[src/hdl/dara_pkg.sv]
package dara_pkg;

   // Table sizes and count width
   localparam int NUM_CUSTOMERS = 5;
   localparam int NUM_RESOURCES = 4;
   localparam int COUNT_WIDTH   = 8;

   // Port geometry, fixed by the word format
   localparam int CUST_W   = 3;
   localparam int AMT_W    = 8;
   localparam int AVAIL_W  = 8;
   localparam int CSR_IDX_W = 3;
   localparam int CSR_W    = 32;
   localparam int NUM_PORTS = 4;

   // Derived widths
   localparam int CIDX_W = (NUM_CUSTOMERS > 1) ? $clog2(NUM_CUSTOMERS) : 1;
   localparam int CMP_W  = ((COUNT_WIDTH > AMT_W) ? COUNT_WIDTH : AMT_W) + 1;
   localparam int WORK_W = COUNT_WIDTH + $clog2(NUM_CUSTOMERS + 1);

   // Register indexes
   localparam logic [CSR_IDX_W-1:0] CSR_CLAIM_LAST = CSR_IDX_W'(4);
   localparam logic [CSR_IDX_W-1:0] CSR_INIT_AVAIL = CSR_IDX_W'(5);

   typedef enum logic [1:0] {
      STATUS_OK       = 2'd0,
      STATUS_DENIED   = 2'd1,
      STATUS_BAD_CUST = 2'd2
   } status_type;

   typedef logic [COUNT_WIDTH-1:0]               count_type;
   typedef count_type [NUM_RESOURCES-1:0]        cvec_type;
   typedef cvec_type [NUM_CUSTOMERS-1:0]         ctab_type;
   typedef logic [WORK_W-1:0]                    work_type;
   typedef work_type [NUM_RESOURCES-1:0]         wvec_type;

   // Safety checker status back to the sequencer
   typedef struct packed {
      logic done;
      logic safe;
   } chk_type;

   // Split a packed register word into per-resource counts
   function automatic cvec_type unpack_counts(input logic [CSR_W-1:0] word);
      cvec_type        v;
      logic [CSR_W-1:0] s;
      for (int r = 0; r < NUM_RESOURCES; r++) begin
         s    = word >> (r * COUNT_WIDTH);
         v[r] = s[COUNT_WIDTH-1:0];
      end
      return v;
   endfunction

   // Low byte of a count, zero-extended when the count is narrower
   function automatic logic [AVAIL_W-1:0] to_byte(input count_type c);
      logic [CMP_W-1:0] w;
      w = CMP_W'(c);
      return w[AVAIL_W-1:0];
   endfunction

endpackage

[src/hdl/deadlock_avoiding_resource_allocator.sv]
// Banker's-algorithm allocator with four resources and five customers. A word is taken
// when start is high and busy is low; its single result appears on the rsp_ ports for
// exactly one cycle with rsp_strobe high, and the receiver cannot stall it. A release,
// an invalid customer or a request failing the claim or free-count check goes from acceptance
// through evaluate and respond back to idle. A request that passes those checks is applied
// and run through the safety checker, which finishes at most one customer per cycle. An
// unsafe request is rolled back and reported denied. Configuration words are taken while
// busy is low; writing initial_available reloads the free counts and clears every
// allocation.
module deadlock_avoiding_resource_allocator import dara_pkg::*; (
   input  logic                 clock,
   input  logic                 reset,
   input  logic                 start,
   output logic                 busy,
   input  logic                 req_type,
   input  logic [CUST_W-1:0]    req_customer,
   input  logic [AMT_W-1:0]     req_amount_0,
   input  logic [AMT_W-1:0]     req_amount_1,
   input  logic [AMT_W-1:0]     req_amount_2,
   input  logic [AMT_W-1:0]     req_amount_3,
   output logic                 rsp_strobe,
   output logic [1:0]           rsp_status,
   output logic [AVAIL_W-1:0]   rsp_avail_0,
   output logic [AVAIL_W-1:0]   rsp_avail_1,
   output logic [AVAIL_W-1:0]   rsp_avail_2,
   output logic [AVAIL_W-1:0]   rsp_avail_3,
   input  logic                 csr_valid,
   output logic                 csr_ready,
   input  logic [CSR_IDX_W-1:0] csr_index,
   input  logic [CSR_W-1:0]     csr_data
);

   typedef enum logic [3:0] {
      ST_IDLE = 4'b0001,
      ST_EVAL = 4'b0010,
      ST_SAFE = 4'b0100,
      ST_RESP = 4'b1000
   } state_type;

   typedef logic [AMT_W-1:0] amt_type;

   state_type  state_ff, state_in;
   status_type status_ff, status_in;
   cvec_type   avail_ff, avail_in;
   ctab_type   alloc_ff, alloc_in;
   ctab_type   claim_ff, claim_in;
   logic       type_ff;
   logic [CUST_W-1:0] cust_ff;
   amt_type [NUM_RESOURCES-1:0] amt_ff;

   amt_type [NUM_PORTS-1:0]     amt_port;
   logic [NUM_PORTS-1:0][AVAIL_W-1:0] avail_byte;
   logic [CIDX_W-1:0]           cidx;
   logic                        cust_bad;
   logic                        req_ok;
   logic                        chk_start;
   chk_type                     chk;
   logic                        csr_fire;
   logic [CMP_W-1:0]            sum_w;
   logic [CMP_W-1:0]            give_w;
   logic [COUNT_WIDTH:0]        rel_sum;

   assign amt_port = {req_amount_3, req_amount_2, req_amount_1, req_amount_0};
   assign cidx     = cust_ff[CIDX_W-1:0];
   assign cust_bad = (32'(cust_ff) >= NUM_CUSTOMERS);
   assign busy     = (state_ff != ST_IDLE);
   assign csr_ready = (state_ff == ST_IDLE);
   assign csr_fire = csr_valid && csr_ready;

   // Check a request against the claim and the free counts
   always_comb begin
      req_ok = 1'b1;
      sum_w  = '0;
      for (int r = 0; r < NUM_RESOURCES; r++) begin
         sum_w = CMP_W'(alloc_ff[cidx][r]) + CMP_W'(amt_ff[r]);
         if (sum_w > CMP_W'(claim_ff[cidx][r])) begin
            req_ok = 1'b0;
         end
         if (CMP_W'(amt_ff[r]) > CMP_W'(avail_ff[r])) begin
            req_ok = 1'b0;
         end
      end
   end

   // Sequence one word: evaluate, run the safety check for a passing request, respond; take register writes while idle
   always_comb begin
      state_in  = state_ff;
      status_in = status_ff;
      avail_in  = avail_ff;
      alloc_in  = alloc_ff;
      claim_in  = claim_ff;
      chk_start = 1'b0;
      give_w    = '0;
      rel_sum   = '0;
      unique case (state_ff)
         ST_IDLE: begin
            if (csr_fire) begin
               if (csr_index <= CSR_CLAIM_LAST) begin
                  if (32'(csr_index) < NUM_CUSTOMERS) begin
                     claim_in[csr_index[CIDX_W-1:0]] = unpack_counts(csr_data);
                  end
               end else if (csr_index == CSR_INIT_AVAIL) begin
                  avail_in = unpack_counts(csr_data);
                  alloc_in = '0;
               end
            end
            if (start) begin
               state_in = ST_EVAL;
            end
         end
         ST_EVAL: begin
            state_in = ST_RESP;
            if (cust_bad) begin
               status_in = STATUS_BAD_CUST;
            end else if (type_ff) begin
               // Release: clamp to holdings, saturate the free count
               status_in = STATUS_OK;
               for (int r = 0; r < NUM_RESOURCES; r++) begin
                  give_w = (CMP_W'(amt_ff[r]) < CMP_W'(alloc_ff[cidx][r])) ?
                           CMP_W'(amt_ff[r]) : CMP_W'(alloc_ff[cidx][r]);
                  rel_sum = (COUNT_WIDTH+1)'(avail_ff[r]) +
                            (COUNT_WIDTH+1)'(give_w[COUNT_WIDTH-1:0]);
                  alloc_in[cidx][r] = alloc_ff[cidx][r] - give_w[COUNT_WIDTH-1:0];
                  avail_in[r] = rel_sum[COUNT_WIDTH] ? {COUNT_WIDTH{1'b1}} :
                                rel_sum[COUNT_WIDTH-1:0];
               end
            end else if (!req_ok) begin
               status_in = STATUS_DENIED;
            end else begin
               // Apply tentatively and start the safety check
               for (int r = 0; r < NUM_RESOURCES; r++) begin
                  avail_in[r] = avail_ff[r] - COUNT_WIDTH'(amt_ff[r]);
                  alloc_in[cidx][r] = alloc_ff[cidx][r] + COUNT_WIDTH'(amt_ff[r]);
               end
               chk_start = 1'b1;
               state_in  = ST_SAFE;
            end
         end
         ST_SAFE: begin
            if (chk.done) begin
               state_in = ST_RESP;
               if (chk.safe) begin
                  status_in = STATUS_OK;
               end else begin
                  // Roll the request back
                  status_in = STATUS_DENIED;
                  for (int r = 0; r < NUM_RESOURCES; r++) begin
                     avail_in[r] = avail_ff[r] + COUNT_WIDTH'(amt_ff[r]);
                     alloc_in[cidx][r] = alloc_ff[cidx][r] - COUNT_WIDTH'(amt_ff[r]);
                  end
               end
            end
         end
         ST_RESP: begin
            state_in = ST_IDLE;
         end
         default: begin
            state_in = ST_IDLE;
         end
      endcase
   end

   dara_safety u_safety (
      .clock      (clock),
      .reset      (reset),
      .chk_start  (chk_start),
      .init_avail (avail_in),
      .alloc      (alloc_ff),
      .claim      (claim_ff),
      .chk        (chk)
   );

   always_ff @(posedge clock) begin
      if (reset) begin
         state_ff <= ST_IDLE;
         avail_ff <= '0;
         alloc_ff <= '0;
         claim_ff <= '0;
      end else begin
         state_ff <= state_in;
         avail_ff <= avail_in;
         alloc_ff <= alloc_in;
         claim_ff <= claim_in;
      end
   end

   // Capture the word on acceptance
   always_ff @(posedge clock) begin
      status_ff <= status_in;
      if (state_ff == ST_IDLE && start) begin
         type_ff <= req_type;
         cust_ff <= req_customer;
         for (int r = 0; r < NUM_RESOURCES; r++) begin
            amt_ff[r] <= amt_port[r];
         end
      end
   end

   // Drive the result, zero for unused resources
   always_comb begin
      avail_byte = '0;
      for (int r = 0; r < NUM_RESOURCES; r++) begin
         avail_byte[r] = to_byte(avail_ff[r]);
      end
   end

   assign rsp_strobe  = (state_ff == ST_RESP);
   assign rsp_status  = status_ff;
   assign rsp_avail_0 = avail_byte[0];
   assign rsp_avail_1 = avail_byte[1];
   assign rsp_avail_2 = avail_byte[2];
   assign rsp_avail_3 = avail_byte[3];

endmodule

[src/hdl/dara_safety.sv]
module dara_safety import dara_pkg::*; (
   input  logic     clock,
   input  logic     reset,
   input  logic     chk_start,
   input  cvec_type init_avail,
   input  ctab_type alloc,
   input  ctab_type claim,
   output chk_type  chk
);

   wvec_type                 work_ff, work_in;
   logic [NUM_CUSTOMERS-1:0] done_ff, done_in;
   logic                     run_ff, run_in;

   logic [NUM_CUSTOMERS-1:0] fits;
   logic [NUM_CUSTOMERS-1:0] pick_hot;
   logic [CIDX_W-1:0]        pick;
   logic                     found;
   logic                     all_done;
   count_type                need;

   // Test every unfinished customer's need against the work vector
   always_comb begin
      fits = '0;
      need = '0;
      for (int c = 0; c < NUM_CUSTOMERS; c++) begin
         fits[c] = !done_ff[c];
         for (int r = 0; r < NUM_RESOURCES; r++) begin
            need = (claim[c][r] > alloc[c][r]) ? count_type'(claim[c][r] - alloc[c][r]) : '0;
            if (WORK_W'(need) > work_ff[r]) begin
               fits[c] = 1'b0;
            end
         end
      end
   end

   // Pick the lowest-numbered customer that fits
   always_comb begin
      found    = 1'b0;
      pick     = '0;
      pick_hot = '0;
      for (int c = 0; c < NUM_CUSTOMERS; c++) begin
         if (fits[c] && !found) begin
            found       = 1'b1;
            pick        = CIDX_W'(c);
            pick_hot[c] = 1'b1;
         end
      end
   end

   assign all_done = ((done_ff | pick_hot) == {NUM_CUSTOMERS{1'b1}});

   // Finish the picked customer: return its holdings to the work vector
   always_comb begin
      work_in = work_ff;
      done_in = done_ff;
      run_in  = run_ff;
      if (chk_start) begin
         for (int r = 0; r < NUM_RESOURCES; r++) begin
            work_in[r] = WORK_W'(init_avail[r]);
         end
         done_in = '0;
         run_in  = 1'b1;
      end else if (run_ff) begin
         for (int r = 0; r < NUM_RESOURCES; r++) begin
            work_in[r] = work_ff[r] + WORK_W'(alloc[pick][r]);
         end
         done_in = done_ff | pick_hot;
         if (!found || all_done) begin
            run_in = 1'b0;
         end
      end
   end

   assign chk.done = run_ff && (!found || all_done);
   assign chk.safe = found;

   always_ff @(posedge clock) begin
      if (reset) begin
         run_ff <= 1'b0;
      end else begin
         run_ff <= run_in;
      end
   end

   always_ff @(posedge clock) begin
      work_ff <= work_in;
      done_ff <= done_in;
   end

endmodule

[config.mk]
export PLATFORM = sky130hd
export DESIGN_NAME = deadlock_avoiding_resource_allocator
export DESIGN_NICKNAME = d
export VERILOG_FILES = /design/src/hdl/dara_pkg.sv /design/src/hdl/deadlock_avoiding_resource_allocator.sv /design/src/hdl/dara_safety.sv
export SDC_FILE = /design/constraint.sdc
export NUM_CORES = 2
export LEC_CHECK = 0
export ABC_CLOCK_PERIOD_IN_PS = 6800
export BUFFER_PORTS_ARGS = -buffer_cell sky130_fd_sc_hd__clkbuf_2
export CAP_MARGIN = 30
export CELL_PAD_IN_SITES_DETAIL_PLACEMENT = 0
export CELL_PAD_IN_SITES_GLOBAL_PLACEMENT = 1
export CORE_MARGIN = 1
export CORE_UTILIZATION = 35
export DETAILED_ROUTE_END_ITERATION = 10
export GPL_ROUTABILITY_DRIVEN = 0
export PLACE_DENSITY = 0.63
export SKIP_CTS_REPAIR_TIMING = 1
export SLEW_MARGIN = 20
export SYNTH_ARGS = -nofsm -noshare
export SYNTH_HDL_FRONTEND = slang
export SYNTH_SLANG_ARGS = --single-unit
[constraint.sdc]
create_clock -name clock -period 6.8 [get_ports clock]
set_input_delay 0.34 -clock clock [delete_from_list [all_inputs] [get_ports clock]]
set_output_delay 0.34 -clock clock [all_outputs]
set_load 0.01 [all_outputs]
==> impl_metrics.json <==
{
  "most_frequent_cell_on_critical_path": "a21o_1",
  "summed_area_of_non_filler_cells_in_the_final_layout_um2": 51270,
  "cts_tree": "built",
  "worst_path_max_delay_cell": "or4_4",
  "track_usage_pct": 31.49,
  "met1_usage_in_global_routing_pct": 46.43,
  "met3_track_utilization_from_global_routing_pct": 5.985,
  "row_count": 126,
  "finish.cell_count_without_fillers": 7373,
  "num_antenna_cells": 0,
  "die_x_um": 348.5,
  "clock-sinks": 444,
  "crit_start": "claim_ff[120]",
  "synthesis.nets": 5955,
  "ys_warn_count": 0,
  "most_used_routing_layer_in_global_routing": "met1",
  "antenna_left": 0,
  "area.growth.synth_to_final_pct": 22.04,
  "fraction_of_met2_tracks_used_by_global_routing_pct": 46.10,
  "rsz0062_at_grt": "true",
  "filler_cell_count": 12110,
  "grt_max_degree": 80,
  "cp_data_arrival_time_ns": 7.30,
  "clock_tree.buffer_depth": 3,
  "vias_after_detailed_routing": 43480,
  "placed_cells": 7190,
  "start_util_pct": 35.44,
  "path_max_fanout": 6,
  "cp-endpoint": "u_safety.work_ff[21]",
  "grt_first_pass_wirelength_um": 281600,
  "report.power.total_mw": 12.43,
  "hold_path.class": "primary input to flop",
  "critical-path-max-stage-delay_ns": 0.54,
  "detailed_route_drc_error_count": 0,
  "fin_crit_sh_pct": 98.89,
  "worst_setup_path_start_kind": "flop",
  "post_dp_cell_area_um2": 47740,
  "crit_required_ns": 7.38,
  "vias_in_the_first_global_route": 39890,
  "setup_violations": 0,
  "min_period_ns": 6.724,
  "die-area_um2": 121400,
  "post_synth_instance_area_um2": 42010,
  "async_flop_share_pct": 0,
  "ios": 112,
  "first_pass_iters": 6,
  "synth_enable_flop_cells": 70,
  "crit-reg2reg-capture": "u_safety.work_ff[21]",
  "vdd.ir_drop.worst_mv": 0.1976,
  "cts_max_level": 2,
  "detail_route.wl_per_cell_um": 26.99,
  "drive_gt1_share_pct": 18.15,
  "r2r.worst_path.cells": 36,
  "ys_seq_elements": 444,
  "cap_violations": 0,
  "synth.avg_cell_area_um2": 7.990,
  "clock-root-buffer": "clkbuf_16",
  "synth-main-ff-cell": "dfxtp_1",
  "final_nets": 6422,
  "status": "finished clean",
  "timing.clock.skew_ns": 0.03416,
  "dp_hpwl_um": 154900,
  "drt-vias-per-instance": 5.897,
  "antenna_found_initial": 6,
  "grt_overflow": 0,
  "max_clock_freq_mhz": 148.7,
  "floorplan.die.height_um": 348.5,
  "initial_detailed_routing_violation_count": 4866,
  "power-per-cell-area_nw_per_um2": 242.4,
  "post_synth_inst_count": 5258,
  "rr_startpoint": "claim_ff[120]",
  "final_max_slew_viol_count": 0,
  "r2r_setup_slack_ns": 0.08,
  "critPathKind": "flop to flop",
  "clock_latency_ns": 0.70,
  "numCtsBuffers": 58,
  "synth.lib_cells_used.distinct": 90,
  "tightestPinTransition_ns": 1.116,
  "p_leak_nw": 20.88,
  "wire_length_reported_by_the_detailed_router_um": 199000,
  "port_buffers": 111,
  "max-slew-margin-rel_pct": 25.06,
  "crit_path_end_kind": "flop",
  "coreArea_um2": 118600,
  "cts.reportedPaths.clkPinSlew_ns": 0.06,
  "part_of_the_yosys_area_used_for_sequential_elements_pct": 22.83,
  "hold_viol": 0
}
## where the power goes
group | leakage (nW) | switching, mW | total [mW] | internal, mW
Clock | 0.961 | 1.40 | 3.32 | 1.92
Combinational | 16.2 | 3.41 | 6.17 | 2.76
Sequential | 3.69 | 0.162 | 2.93 | 2.77
## critical path, delay by kind of cell, from the launching register on
| family | cells | cell delay [ns] |
|---|---|---|
| DFF | 1 | 0.33 |
| adders and majority gates | 4 | 1.00 |
| AOI/OAI and AO/OA | 16 | 2.83 |
| buffers and inverters | 6 | 0.68 |
| and+or+nand+nor | 9 | 1.58 |
| xor gates and xnor gates | 1 | 0.19 |
## worst min-delay path by stage
stage / from / to / slack [ns] / cells past startpoint
floorplan: alloc_ff[103] / alloc_ff[103] / 0.43 / 2
global placement: claim_ff[144] / claim_ff[144] / 0.45 / 2
detailed placement: claim_ff[144] / claim_ff[144] / 0.45 / 2
CTS: req_amount_1[3] / amt_ff[11] / -0.22 / 1
global route: csr_data[23] / claim_ff[87] / 0.01 / 3
finish: reset / claim_ff[54] / 0.01 / 2
## cell usage after synthesis, drive strengths merged, types with 41 or more instances
cell type | n | area (µm²)
ha | 574 | 7182
nand2 | 549 | 2068
a21oi | 536 | 2694
inv | 408 | 1531
nor2 | 380 | 1426
dfxtp | 374 | 7487
o21ai | 295 | 1476
clkbuf | 225 | 844.6
a21o | 179 | 1344
xnor2 | 176 | 1541
a221oi | 116 | 1016
nand4 | 89 | 556.8
nand3 | 87 | 445.4
nor3 | 85 | 435.4
nor2b | 79 | 494.2
a211oi | 77 | 583.1
xor2 | 75 | 656.9
edfxtp | 70 | 2102
a22oi | 55 | 412.9
o21a | 53 | 397.9
fa | 48 | 960.9
mux2i | 46 | 460.4
o21bai | 45 | 337.8
o22ai | 43 | 269.0
buf | 41 | 197.7
## cell type report
type | instances | area, µm² | area share [%]
Clock buffer | 93 | 1797 | 3.505
Clock inverter | 15 | 182.7 | 0.3563
Timing Repair Buffer | 673 | 5413 | 10.56
Sequential cell | 444 | 9607 | 18.74
Inverter | 408 | 1531 | 2.987
Tap cell | 1600 | 2002 | 3.905
Multi-Input combinational cell | 4140 | 30740 | 59.95
## metrics by stage
stage	hold WS (ns)	TNS, ns	utilization (%)	setup WS (ns)
after floorplan	0.4348	0	-	0.07704
final	0.01054	0	43.24	0.07552
after detailed placement	0.4503	-6.459	40.27	-0.4672
after global routing	0.01190	-1.289	43.24	-0.1725
after CTS	-0.2192	-7.524	41.94	-0.5133
after global placement	0.4454	-5.817	40.18	-0.4683
## registers in the layout, indices dropped and copies added, names as in the netlist, 5 cells and up
| signal | cells |
|---|---|
| alloc_ff | 160 |
| claim_ff | 160 |
| rsp_avail_2 | 8 |
| rsp_avail_0 | 8 |
| u_safety.work_ff | 44 |
| amt_ff | 32 |
| u_safety.done_ff | 5 |
| rsp_avail_3 | 8 |
| rsp_avail_1 | 8 |
## cell families after synthesis
family | after synthesis | synth area share (%)
xor gates and xnor gates | 251 | 5.233
DFF | 444 | 22.83
buffers and inverters | 674 | 6.126
adders and majority gates | 622 | 19.38
muxes | 102 | 3.535
and+or+nand+nor | 1494 | 16.83
AOI/OAI and AO/OA | 1671 | 26.07
## layer usage
layer / vias to the layer above / routed length [µm]
met2: 2007 / 81690
met4: 4 / 6363
li1: 20050 / -
met3: 287 / 19070
met5: - / 34
met1: 21130 / 91810
## cells in the final DEF (no fill, tap or decap), types with 46 or more instances in the layout
| cell type | n |
|---|---|
| nor2b_1 | 72 |
| nand4_1 | 89 |
| nor3_1 | 73 |
| nor2_1 | 371 |
| nand3_1 | 82 |
| o21ai_0 | 269 |
| clkbuf_16 | 65 |
| ha_1 | 566 |
| a21o_1 | 178 |
| a221oi_1 | 110 |
| a21oi_1 | 493 |
| dfxtp_1 | 362 |
| mux2i_1 | 46 |
| xor2_1 | 75 |
| a22oi_1 | 55 |
| xnor2_1 | 174 |
| a211oi_1 | 73 |
| o21a_1 | 53 |
| edfxtp_1 | 70 |
| clkbuf_2 | 110 |
| inv_1 | 402 |
| buf_4 | 479 |
| nand2_1 | 547 |
No activity file was read; power rests on OpenSTA's default activity.
